--- src/rtl/core/nlms_pkg.sv ---
// ----------------------------------------------------------------------------
// nlms_pkg
// Shared types and constants of the NLMS echo canceller.
// ----------------------------------------------------------------------------
`default_nettype none

package nlms_pkg;

  localparam int unsigned FILTER_TAPS = 64;
  localparam int unsigned DIV_W = 64;
  localparam logic [30:0] GAIN_RESET = 31'd50000000;

  typedef enum logic [3:0] {
    ST_IDLE,
    ST_FIR,
    ST_OUT,
    ST_MEAN,
    ST_VAR,
    ST_VDIV,
    ST_CHK,
    ST_SDIV,
    ST_SE1,
    ST_SE2,
    ST_UPD
  } state_t;

endpackage

`default_nettype wire

--- src/rtl/core/nlms_div.sv ---
// ----------------------------------------------------------------------------
// nlms_div
// Signed 64-bit divider, truncating towards zero, one quotient bit per cycle.
// ----------------------------------------------------------------------------
`default_nettype none

module nlms_div (
  input  wire logic                           clk,
  input  wire logic                           rst_n,
  input  wire logic                           start,
  input  wire logic [nlms_pkg::DIV_W-1:0]     num,
  input  wire logic [nlms_pkg::DIV_W-1:0]     den,
  output logic                                done,
  output logic [nlms_pkg::DIV_W-1:0]          quo
);

  localparam int unsigned W = nlms_pkg::DIV_W;

  logic         busy_r;
  logic         done_r;
  logic [5:0]   cnt_r;
  logic         neg_r;
  logic [W:0]   rem_r;
  logic [W-1:0] q_r;
  logic [W-1:0] d_r;
  logic [W:0]   rem_sh;
  logic [W:0]   diff;
  logic [W-1:0] num_mag;
  logic [W-1:0] den_mag;

  always_comb begin
    num_mag = num[W-1] ? (~num + W'(1)) : num;
    den_mag = den[W-1] ? (~den + W'(1)) : den;
    rem_sh  = {rem_r[W-1:0], q_r[W-1]};
    diff    = rem_sh - {1'b0, d_r};
  end

  always_ff @(posedge clk) begin
    if (!rst_n) begin
      busy_r <= 1'b0;
      done_r <= 1'b0;
      cnt_r  <= '0;
    end else begin
      done_r <= 1'b0;
      if (start) begin
        busy_r <= 1'b1;
        cnt_r  <= '0;
      end else if (busy_r) begin
        cnt_r <= cnt_r + 6'd1;
        if (cnt_r == 6'd63) begin
          busy_r <= 1'b0;
          done_r <= 1'b1;
        end
      end
    end
  end

  always_ff @(posedge clk) begin
    if (start) begin
      neg_r <= num[W-1] ^ den[W-1];
      rem_r <= '0;
      q_r   <= num_mag;
      d_r   <= den_mag;
    end else if (busy_r) begin
      rem_r <= diff[W] ? rem_sh : diff;
      q_r   <= {q_r[W-2:0], ~diff[W]};
    end
  end

  assign done = done_r;
  assign quo  = neg_r ? (~q_r + W'(1)) : q_r;

endmodule

`default_nettype wire

--- config.mk ---
export PLATFORM = sky130hd
export DESIGN_NAME = nlms_div
export DESIGN_NICKNAME = d
export VERILOG_FILES = /design/src/rtl/core/nlms_pkg.sv /design/src/rtl/core/nlms_div.sv
export SDC_FILE = /design/constraint.sdc
export NUM_CORES = 1
export LEC_CHECK = 0
export ABC_CLOCK_PERIOD_IN_PS = 4800
export BUFFER_PORTS_ARGS = -buffer_cell sky130_fd_sc_hd__clkbuf_2
export CAP_MARGIN = 20
export CORE_MARGIN = 4
export CORE_UTILIZATION = 55
export CTS_CLUSTER_DIAMETER = 100
export DETAILED_ROUTE_END_ITERATION = 10
export HOLD_SLACK_MARGIN = 0.05
export PLACE_DENSITY_LB_ADDON = 0.2
export SYNTH_ARGS = -nofsm -noshare
export SYNTH_HDL_FRONTEND = slang
export SYNTH_SLANG_ARGS = --single-unit
--- constraint.sdc ---
create_clock -name clk -period 4.8 [get_ports clk]
set_input_delay 0.48 -clock clk [delete_from_list [all_inputs] [get_ports clk]]
set_output_delay 0.48 -clock clk [all_outputs]
set_load 0.02 [all_outputs]
==> qor.txt, run 1 <==
Measured slew at the worst slew-check pin -> 0.955 ns
#FFs+latches synth -> 201
Routed Antenna Nets -> 0
GPL Wtd Cong -> 0.962
Vias in the first global route -> 13.3k
Synth top area cells -> edfxtp_1 (25%), dfxtp_1 (9.3%), xnor2_1 (8.7%), ha_1 (5.5%), xor2_1 (5.2%)
Tmin final -> 4.76 ns
Clock Tree Buf Depth -> 3
Final setup fails -> 0
GR Util met1 -> 0.355
Remaining global-route overflow -> 0
IO Pins -> 196
Clk_skew -> 0.0189 ns
Critical path data arrival time -> 4.28 ns
Total number of vias -> 14.3k
Yosys warnings -> 0
Synth cell types -> 67
Top-area cell type share of the netlist area -> 0.249
GR Util All Layers -> 0.257
CTS tree -> yes
Met3 Usage GRT -> 0.0332
Die area -> 0.0310 mm^2
Via density -> 6.01
WS Path Type -> reg2out
CTS Buf Count -> 23
Die height -> 176 um
Sequential element share of the synthesized area -> 0.342
Power per cell area -> 308 mW/mm^2
Sw Ratio -> 0.340
Largest net degree at the start of global routing -> 135
Core area -> 0.0279 mm^2
Drt wl/cell -> 17.6 um
Critical path launch point type -> flop
Sw Pwr -> 1.85 mW
Initial antenna violation count -> 0
Clock sink count -> 201
IO Port Bufs -> 195
Final Cycle Share -> 0.991
Layout cell share with drive strength beyond 1 -> 0.157
Logic pwr share -> 0.298
Fmax achieved -> 0.210 GHz
CP Capture Type -> output port
Final hold slack -> 0.237 ns
Worst vdd ir -> 0.182 mV
Fillcell total -> 2450
Syn-to-layout area delta -> 13.7%
Syn_nets -> 2046
Tightest Hold Check Type -> in2reg
# rows -> 61
Status -> finished clean
Dominant cell type by area after synthesis -> edfxtp_1
GRT met2 Usage -> 0.434
Cell area after layout -> 0.0177 mm^2
First drt pass iteration count -> 5
WP data required -> 4.32 ns
DR DRC count -> 0
Busiest layer in global routing -> met2
Post-synth EDFFs -> 129
Starting Density -> 0.558
Leakage -> 6.99 nW
Routed wire length -> 41900 um
Critical path peak fanout -> 5
Placed inst area -> 0.0168 mm^2
Global-route wire length before repair -> 67000 um
Clock Root Buffer -> clkbuf_16
Cell internal pwr -> 3.59 mW
Max Cap Violations -> 0
Mapped Cells -> 1846
Synth Area per Inst -> 8.42 um^2
Post-layout nets -> 2187
Initial drt markers -> 1090
Syn Std Cell Area -> 0.0155 mm^2
Fin. Hold Viols -> 0
Worst slew margin -> 0.363
Synth Flop Type -> edfxtp_1
Synth async-reset ratio -> 0
Clock power share -> 0.303
HPWL after detailed placement -> 31100 um
Width of the die -> 176 um
Clock network latency to the later pin of the worst-skew pair -> 0.53 ns
Reg power frac -> 0.400
CTS Hold Buffers Added -> 0
Most common cell after layout, fill and taps aside -> clkbuf_2
ANT cells -> 0
Max-slew violations -> 0
# H-tree levels -> 1
Most frequent cells in the layout -> clkbuf_2 (186), nand2_1 (181), nor2_1 (156), xnor2_1 (153), a21oi_1 (150)
Worst-path clk slew -> 0.06 ns
RSZ-0062 raised after global routing -> true
logic make-up (layout without fill, tap and decap cells):
group                    count (synthesis)  after routing  synth area share
AO/OA/AOI/OAI                          537            537             0.222
XOR/XNOR                               247            247             0.139
adder cells (fa/ha/maj)                 69             69            0.0560
buffers and inverters                  197            355            0.0484
flip-flops                             201            201             0.342
multiplexers                            16             16            0.0106
AND/OR/NAND/NOR                        579            579             0.182
sequential cells by signal, summed over array words and instances, names as in the netlist:
| register | cells |
|---|---|
| q_r | 64 |
| d_r | 64 |
| busy_r | 1 |
| neg_r | 1 |
| rem_r | 64 |
| done | 1 |
| cnt_r | 6 |
path summary, 6_finish.rpt:
kind / start / to / slack [ns] / cells after the start
worst max-delay path: q_r[5]$_DFFE_PP_ / quo[62] / 0.04 / 11
worst min-delay path: rst_n / busy_r$_SDFF_PN0_ / 0.24 / 2
worst max register to register: q_r[63]$_DFFE_PP_ / rem_r[22]$_SDFFE_PP0P_ / 0.66 / 14
worst min register to register: rem_r[36]$_SDFFE_PP0P_ / rem_r[37]$_SDFFE_PP0P_ / 0.48 / 2
worst max-delay path, cell delays in order, from the launching register on:
cell	delay, ns
edfxtp_1	0.41
or4_4	0.54
or2_1	0.25
or4_4	0.45
or3_4	0.40
or4_4	0.48
or2_2	0.38
nor2_2	0.15
a41oi_2	0.19
a21oi_2	0.19
xnor2_1	0.15
buf_4	0.18
Yosys cell counts (33+ instances only):
cell type / n
xor2_1: 93
a21o_1: 37
nor2_1: 159
a21oi_1: 152
clkbuf_1: 91
nand4_1: 33
dfxtp_1: 72
xnor2_1: 154
nand2_1: 183
ha_1: 68
edfxtp_1: 129
o31ai_1: 59
inv_1: 93
o21ai_0: 119
per-layer routing:
| layer | vias to the layer above | share of wire |
|---|---|---|
| met4 | 0 | 0.019 |
| met2 | 532 | 0.47 |
| met1 | 6715 | 0.44 |
| li1 | 7014 | - |
| met3 | 63 | 0.075 |
| met5 | - | 0 |
through the flow:
step	setup WS (ns)	TNS [ns]	utilization	std cells	total power, mW
after floorplan	0.681	0	-	1846	3.29
after global placement	0.316	0	0.603	2333	3.76
after detailed placement	0.249	0	0.603	2333	3.78
after CTS	-0.0399	-0.0795	0.632	2380	5.46
after global routing	-0.107	-0.375	0.635	2382	5.74
final	0.0441	0	0.635	2382	5.44
power groups by stage:
stage | sequential [mW] | combinational (mW) | clock, mW
final | 2.18 | 1.62 | 1.65
after CTS | 2.17 | 1.60 | 1.68
after detailed placement | 2.20 | 1.58 | 0
after global placement | 2.20 | 1.56 | 0
after floorplan | 2.15 | 1.14 | 0
after global routing | 2.19 | 1.78 | 1.76
cell type report:
type                            count  area (um^2)  share of cell area
Sequential cell                   201         5320               0.301
Timing Repair Buffer              219         1220              0.0690
Multi-Input combinational cell   1448         9610               0.544
Tap cell                          378          473              0.0268
Inverter                           94          353              0.0200
Clock buffer                       30          632              0.0357
Clock inverter                     12         70.1             0.00396
timing repair:
action                                  CTS  global route
buffers inserted                          5             1
resized for setup                        23            18
pin swaps                                 6             7
endpoints found under the setup margin   16            14
(Power assumes the default switching activity.)
==> inputs of run 2 (changes only) <==
SETUP_SLACK_MARGIN = 0.3   (was not set)
==> run 2 against run 1 <==
Register-to-register slack lost 0.03 ns. Critical path type unchanged. Highest routed layer unchanged. Global-route usage grew 0.096 points. Largest cell class unchanged. Via count grew 0.74%.
==> qor.txt, run 2 (synthesized netlist as in run 1, its figures left out) <==
Critical path data arrival time -> 4.29 ns
Tightest Hold Check Type -> in2reg
Worst-path clk slew -> 0.06 ns
Critical path launch point type -> flop
Routed Antenna Nets -> 0
Via density -> 6.03
HPWL after detailed placement -> 31100 um
Die height -> 176 um
Initial drt markers -> 1114
Critical path peak fanout -> 3
Fmax achieved -> 0.210 GHz
Drt wl/cell -> 17.7 um
GPL Wtd Cong -> 0.962
Die area -> 0.0310 mm^2
Largest net degree at the start of global routing -> 135
Clock sink count -> 201
First drt pass iteration count -> 5
Tmin final -> 4.77 ns
CTS Buf Count -> 23
Leakage -> 7.12 nW
# rows -> 61
CP Capture Type -> output port
Starting Density -> 0.558
FF-to-FF Start -> q_r[63]$_DFFE_PP_
Most frequent cells in the layout -> nand2_1 (179), clkbuf_2 (170), nor2_1 (155), a21oi_1 (151), xnor2_1 (149)
Max Cap Violations -> 0
Fin cells -> 2395
Clock Tree Buf Depth -> 3
DR DRC count -> 0
CP startpoint -> q_r[5]$_DFFE_PP_
Routed wire length -> 42400 um
Remaining global-route overflow -> 0
Post-layout nets -> 2200
Worst vdd ir -> 0.182 mV
Most common cell after layout, fill and taps aside -> nand2_1
Final Power -> 5.49 mW
Final Cycle Share -> 0.993
WS Path Type -> reg2out
Global-route wire length before repair -> 67300 um
WP data required -> 4.32 ns
Initial antenna violation count -> 0
Min-delay src -> rst_n
Vias in the first global route -> 13.4k
Clock Root Buffer -> clkbuf_16
Fillcell total -> 2403
ANT cells -> 0
Worst slew margin -> 0.292
# H-tree levels -> 1
Status -> finished clean
Clk_skew -> 0.0195 ns
Final setup fails -> 0
Max-slew violations -> 0
Fin. Hold Viols -> 0
CTS tree -> yes
Measured slew at the worst slew-check pin -> 1.06 ns
Biggest regs -> d_r x64, q_r x64, rem_r x64
Total number of vias -> 14.4k
Power per cell area -> 306 mW/mm^2
Layout cell share with drive strength beyond 1 -> 0.170
Inst Count DP -> 2333
GR Util All Layers -> 0.258
IO Port Bufs -> 195
Core area -> 0.0279 mm^2
Final setup margin -> 0.0321 ns
Clock network latency to the later pin of the worst-skew pair -> 0.53 ns
Worst slack, placed -> 0.249 ns
RSZ-0062 raised after global routing -> true
IO Pins -> 196
Setup tns final -> 0 ns
Syn-to-layout area delta -> 15.5%
Width of the die -> 176 um
## run 2: layout make-up
class                   instances  area [um^2]  share of cell area
clock buffers                  30          632              0.0352
clock inverters                12         70.1             0.00390
inverters                      94          353              0.0196
multi-input cells            1448         9750               0.543
flip-flops and latches        201         5320               0.296
well taps                     378          473              0.0263
repair buffers                232         1370              0.0761
## run 2: through the flow
| stage | util | instance area (um^2) | hold WS, ns |
|---|---|---|---|
| finish | 0.645 | 18000 | 0.238 |
| global route | 0.645 | 18000 | 0.222 |
| global placement | 0.603 | 16800 | 0.468 |
| detailed placement | 0.603 | 16800 | 0.479 |
| floorplan | - | 15500 | 0.453 |
| CTS | 0.636 | 17700 | 0.215 |
## run 2: worst max-delay path, stage by stage (launching register included)
cell and delay [ns]:
edfxtp_1 0.40, or4_4 0.56, or2_4 0.25, or4_4 0.43
or3_4 0.34, or4_4 0.55, nor2_4 0.11, nand2_2 0.09
or3_4 0.45, o31ai_4 0.26, xnor2_2 0.15, buf_4 0.17
## run 2: report_power, final
part,switching [mW],total (mW),internal (mW)
sequential,0.150,2.18,2.03
combinational,1.00,1.66,0.656
clock,0.718,1.65,0.930
total,1.87,5.49,3.62
## run 2: path summary, 6_finish.rpt
path,depth (start not counted),end,slack (ns)
setup / recovery,11,quo[58],0.03
hold / removal,2,busy_r$_SDFF_PN0_,0.24
setup reg to reg,14,rem_r[26]$_SDFFE_PP0P_,0.63
hold reg to reg,2,rem_r[37]$_SDFFE_PP0P_,0.48
## run 2: layer usage
layer  vias up  global-route usage  share of wire
li1       7038                   -              -
met5         -                   0              0
met4         0              0.0562          0.018
met2       522               0.437           0.47
met3        66              0.0332          0.074
met1      6804               0.356           0.44
## run 2: what timing repair did
action                                  CTS  global route
setup buffers                            11             8
pin swaps                                12            19
cloned                                    0             0
hold buffers                              0             0
endpoints found under the setup margin   33            33
resized for setup                        46            57
==> inputs of run 3 (changes only) <==
CORE_ASPECT_RATIO = 0.75   (was not set)
RECOVER_POWER = 50   (was not set)
==> run 3 against run 2 <==
The run now ends with max-capacitance violations, max-slew violations, negative setup slack left. Clock skew grew 0.0023 ns. Cell count grew 0.33%. Core utilization grew 0.21 points. Routed wire length grew 2.1%. First-iteration DRC count grew 7.4%. Maximum frequency shrank 2.0%. Combinational power is essentially flat. Final area grew 0.54%. Non-clock buffer count grew 2. Die area is essentially flat. Global-route usage grew 0.63 points. Setup slack lost 0.095 ns. Largest cell class unchanged. Highest routed layer unchanged.
==> qor.txt, run 3 (synthesized netlist as in run 1, its figures left out) <==
Clock sink count -> 201
WP data required -> 4.32 ns
Routed wire length -> 43300 um
Remaining global-route overflow -> 0
Power per cell area -> 315 mW/mm^2
CTS tree -> yes
Total number of vias -> 14.5k
Global-route wire length before repair -> 69200 um
Die height -> 154 um
# rows -> 53
Starting Density -> 0.557
Max-slew violations -> 189
CP Capture Type -> output port
IO Pins -> 196
Worst vdd ir -> 0.315 mV
Biggest regs -> d_r x64, q_r x64, rem_r x64
R2r setup slk -> 0.72 ns
Tightest Hold Check Type -> in2reg
Status -> complete, but fails checks
Initial antenna violation count -> 0
Clock Tree Buf Depth -> 3
Most common cell after layout, fill and taps aside -> nand2_1
Critical path buffers and inverters -> 1
Initial drt markers -> 1196
Drt wl/cell -> 18.0 um
Leakage -> 7.15 nW
Layout cell share with drive strength beyond 1 -> 0.167
Final Core Density -> 0.647
GR Util All Layers -> 0.264
Measured slew at the worst slew-check pin -> 2.45 ns
Clock Root Buffer -> clkbuf_16
CTS Buf Count -> 23
Most frequent cells in the layout -> nand2_1 (178), clkbuf_2 (160), nor2_1 (155), a21oi_1 (152), xnor2_1 (147)
Fillcell total -> 2441
Final setup margin -> -0.0630 ns
CP max-delay cell -> or4_4
Syn-to-layout area delta -> 16.2%
CP max stage delay -> 0.56 ns
Crit-path cells -> or4_4 -> or4_4 -> or2_1 -> or3_4 -> or4_4 -> nor2_4 -> nand2_2 -> or3_4 -> o41ai_4 -> xnor2_2 -> clkbuf_8
Core area -> 0.0279 mm^2
Clock network latency to the later pin of the worst-skew pair -> 0.52 ns
Critical path launch point type -> flop
Die area -> 0.0310 mm^2
Fin. Hold Viols -> 0
Post-layout nets -> 2202
Width of the die -> 202 um
Clk_skew -> 0.0218 ns
ANT cells -> 0
Largest net degree at the start of global routing -> 116
Routed Antenna Nets -> 0
Cell area after layout -> 0.0181 mm^2
Failing checks -> max-capacitance violations, max-slew violations, negative setup slack
HPWL after detailed placement -> 32200 um
First drt pass iteration count -> 7
# H-tree levels -> 1
Worst slew margin -> -0.635
CTS Hold Buffers Added -> 0
IO Port Bufs -> 195
RSZ-0062 raised after global routing -> true
Placed inst area -> 0.0168 mm^2
Max Cap Violations -> 3
Critical path peak fanout -> 3
Worst-path clk slew -> 0.06 ns
Crit-path leading delay family -> simple AND/OR/NAND/NOR gates
Fmax achieved -> 0.206 GHz
DR DRC count -> 0
Setup tns final -> -0.147 ns
Tmin final -> 4.86 ns
GPL Wtd Cong -> 0.976
Critical path data arrival time -> 4.38 ns
Vias in the first global route -> 13.4k
Via density -> 6.02
Final setup fails -> 5
Final Cycle Share -> 1.01
Crit path top cell by count -> or4_4
WS Path Type -> reg2out
run 3: changes by cell type in the layout (fill, tap and decap cells not counted), sizes merged:
cell,previous run,this run
buf,59,56
clkbuf,203,210
clkinv,9,4
bufinv,0,2
run 3: path summary, 6_finish.rpt:
path,start,endpoint,cells past startpoint
setup reg to reg,q_r[63]$_DFFE_PP_,rem_r[59]$_SDFFE_PP0P_,13
hold reg to reg,rem_r[30]$_SDFFE_PP0P_,rem_r[30]$_SDFFE_PP0P_,2
setup / recovery,q_r[6]$_DFFE_PP_,quo[63],11
hold / removal,rst_n,busy_r$_SDFF_PN0_,2
run 3: through the flow:
step / hold slack (ns) / setup slack (ns) / total power, mW / std cells
floorplan: 0.453 / 0.681 / 3.29 / 1846
global placement: 0.466 / 0.251 / 3.77 / 2345
detailed placement: 0.474 / 0.161 / 3.79 / 2345
CTS: 0.167 / -0.0603 / 5.68 / 2396
global route: 0.207 / -0.141 / 5.98 / 2403
finish: 0.213 / -0.0630 / 5.69 / 2403
run 3: cell type report:
cell class | instances | area, um^2 | share of cell area
Sequential cell | 201 | 5320 | 0.294
Multi-Input combinational cell | 1448 | 9760 | 0.540
Tap cell | 385 | 482 | 0.0267
Clock inverter | 9 | 105 | 0.00582
Timing Repair Buffer | 234 | 1350 | 0.0749
Clock buffer | 32 | 693 | 0.0384
Inverter | 94 | 353 | 0.0195
run 3: timing repair:
action / CTS / global route
hold endpoints to repair: 0 / 0
gates resized for setup: 50 / 56
setup buffers: 10 / 5
pin swaps: 11 / 12
setup endpoints to repair: 38 / 38
run 3: where the power goes:
part / leakage [nW] / switching, mW / total (mW) / internal [mW]
Clock: 0.389 / 0.722 / 1.84 / 1.12
Combinational: 4.90 / 1.01 / 1.67 / 0.660
Sequential: 1.85 / 0.149 / 2.18 / 2.03
Total: 7.15 / 1.88 / 5.69 / 3.81
run 3: layer usage:
layer,share of wire,global-route usage,up-vias
li1,-,-,7052
met2,0.43,0.398,504
met1,0.48,0.412,6874
met3,0.068,0.0325,45
met5,0,0,-
met4,0.016,0.0488,0
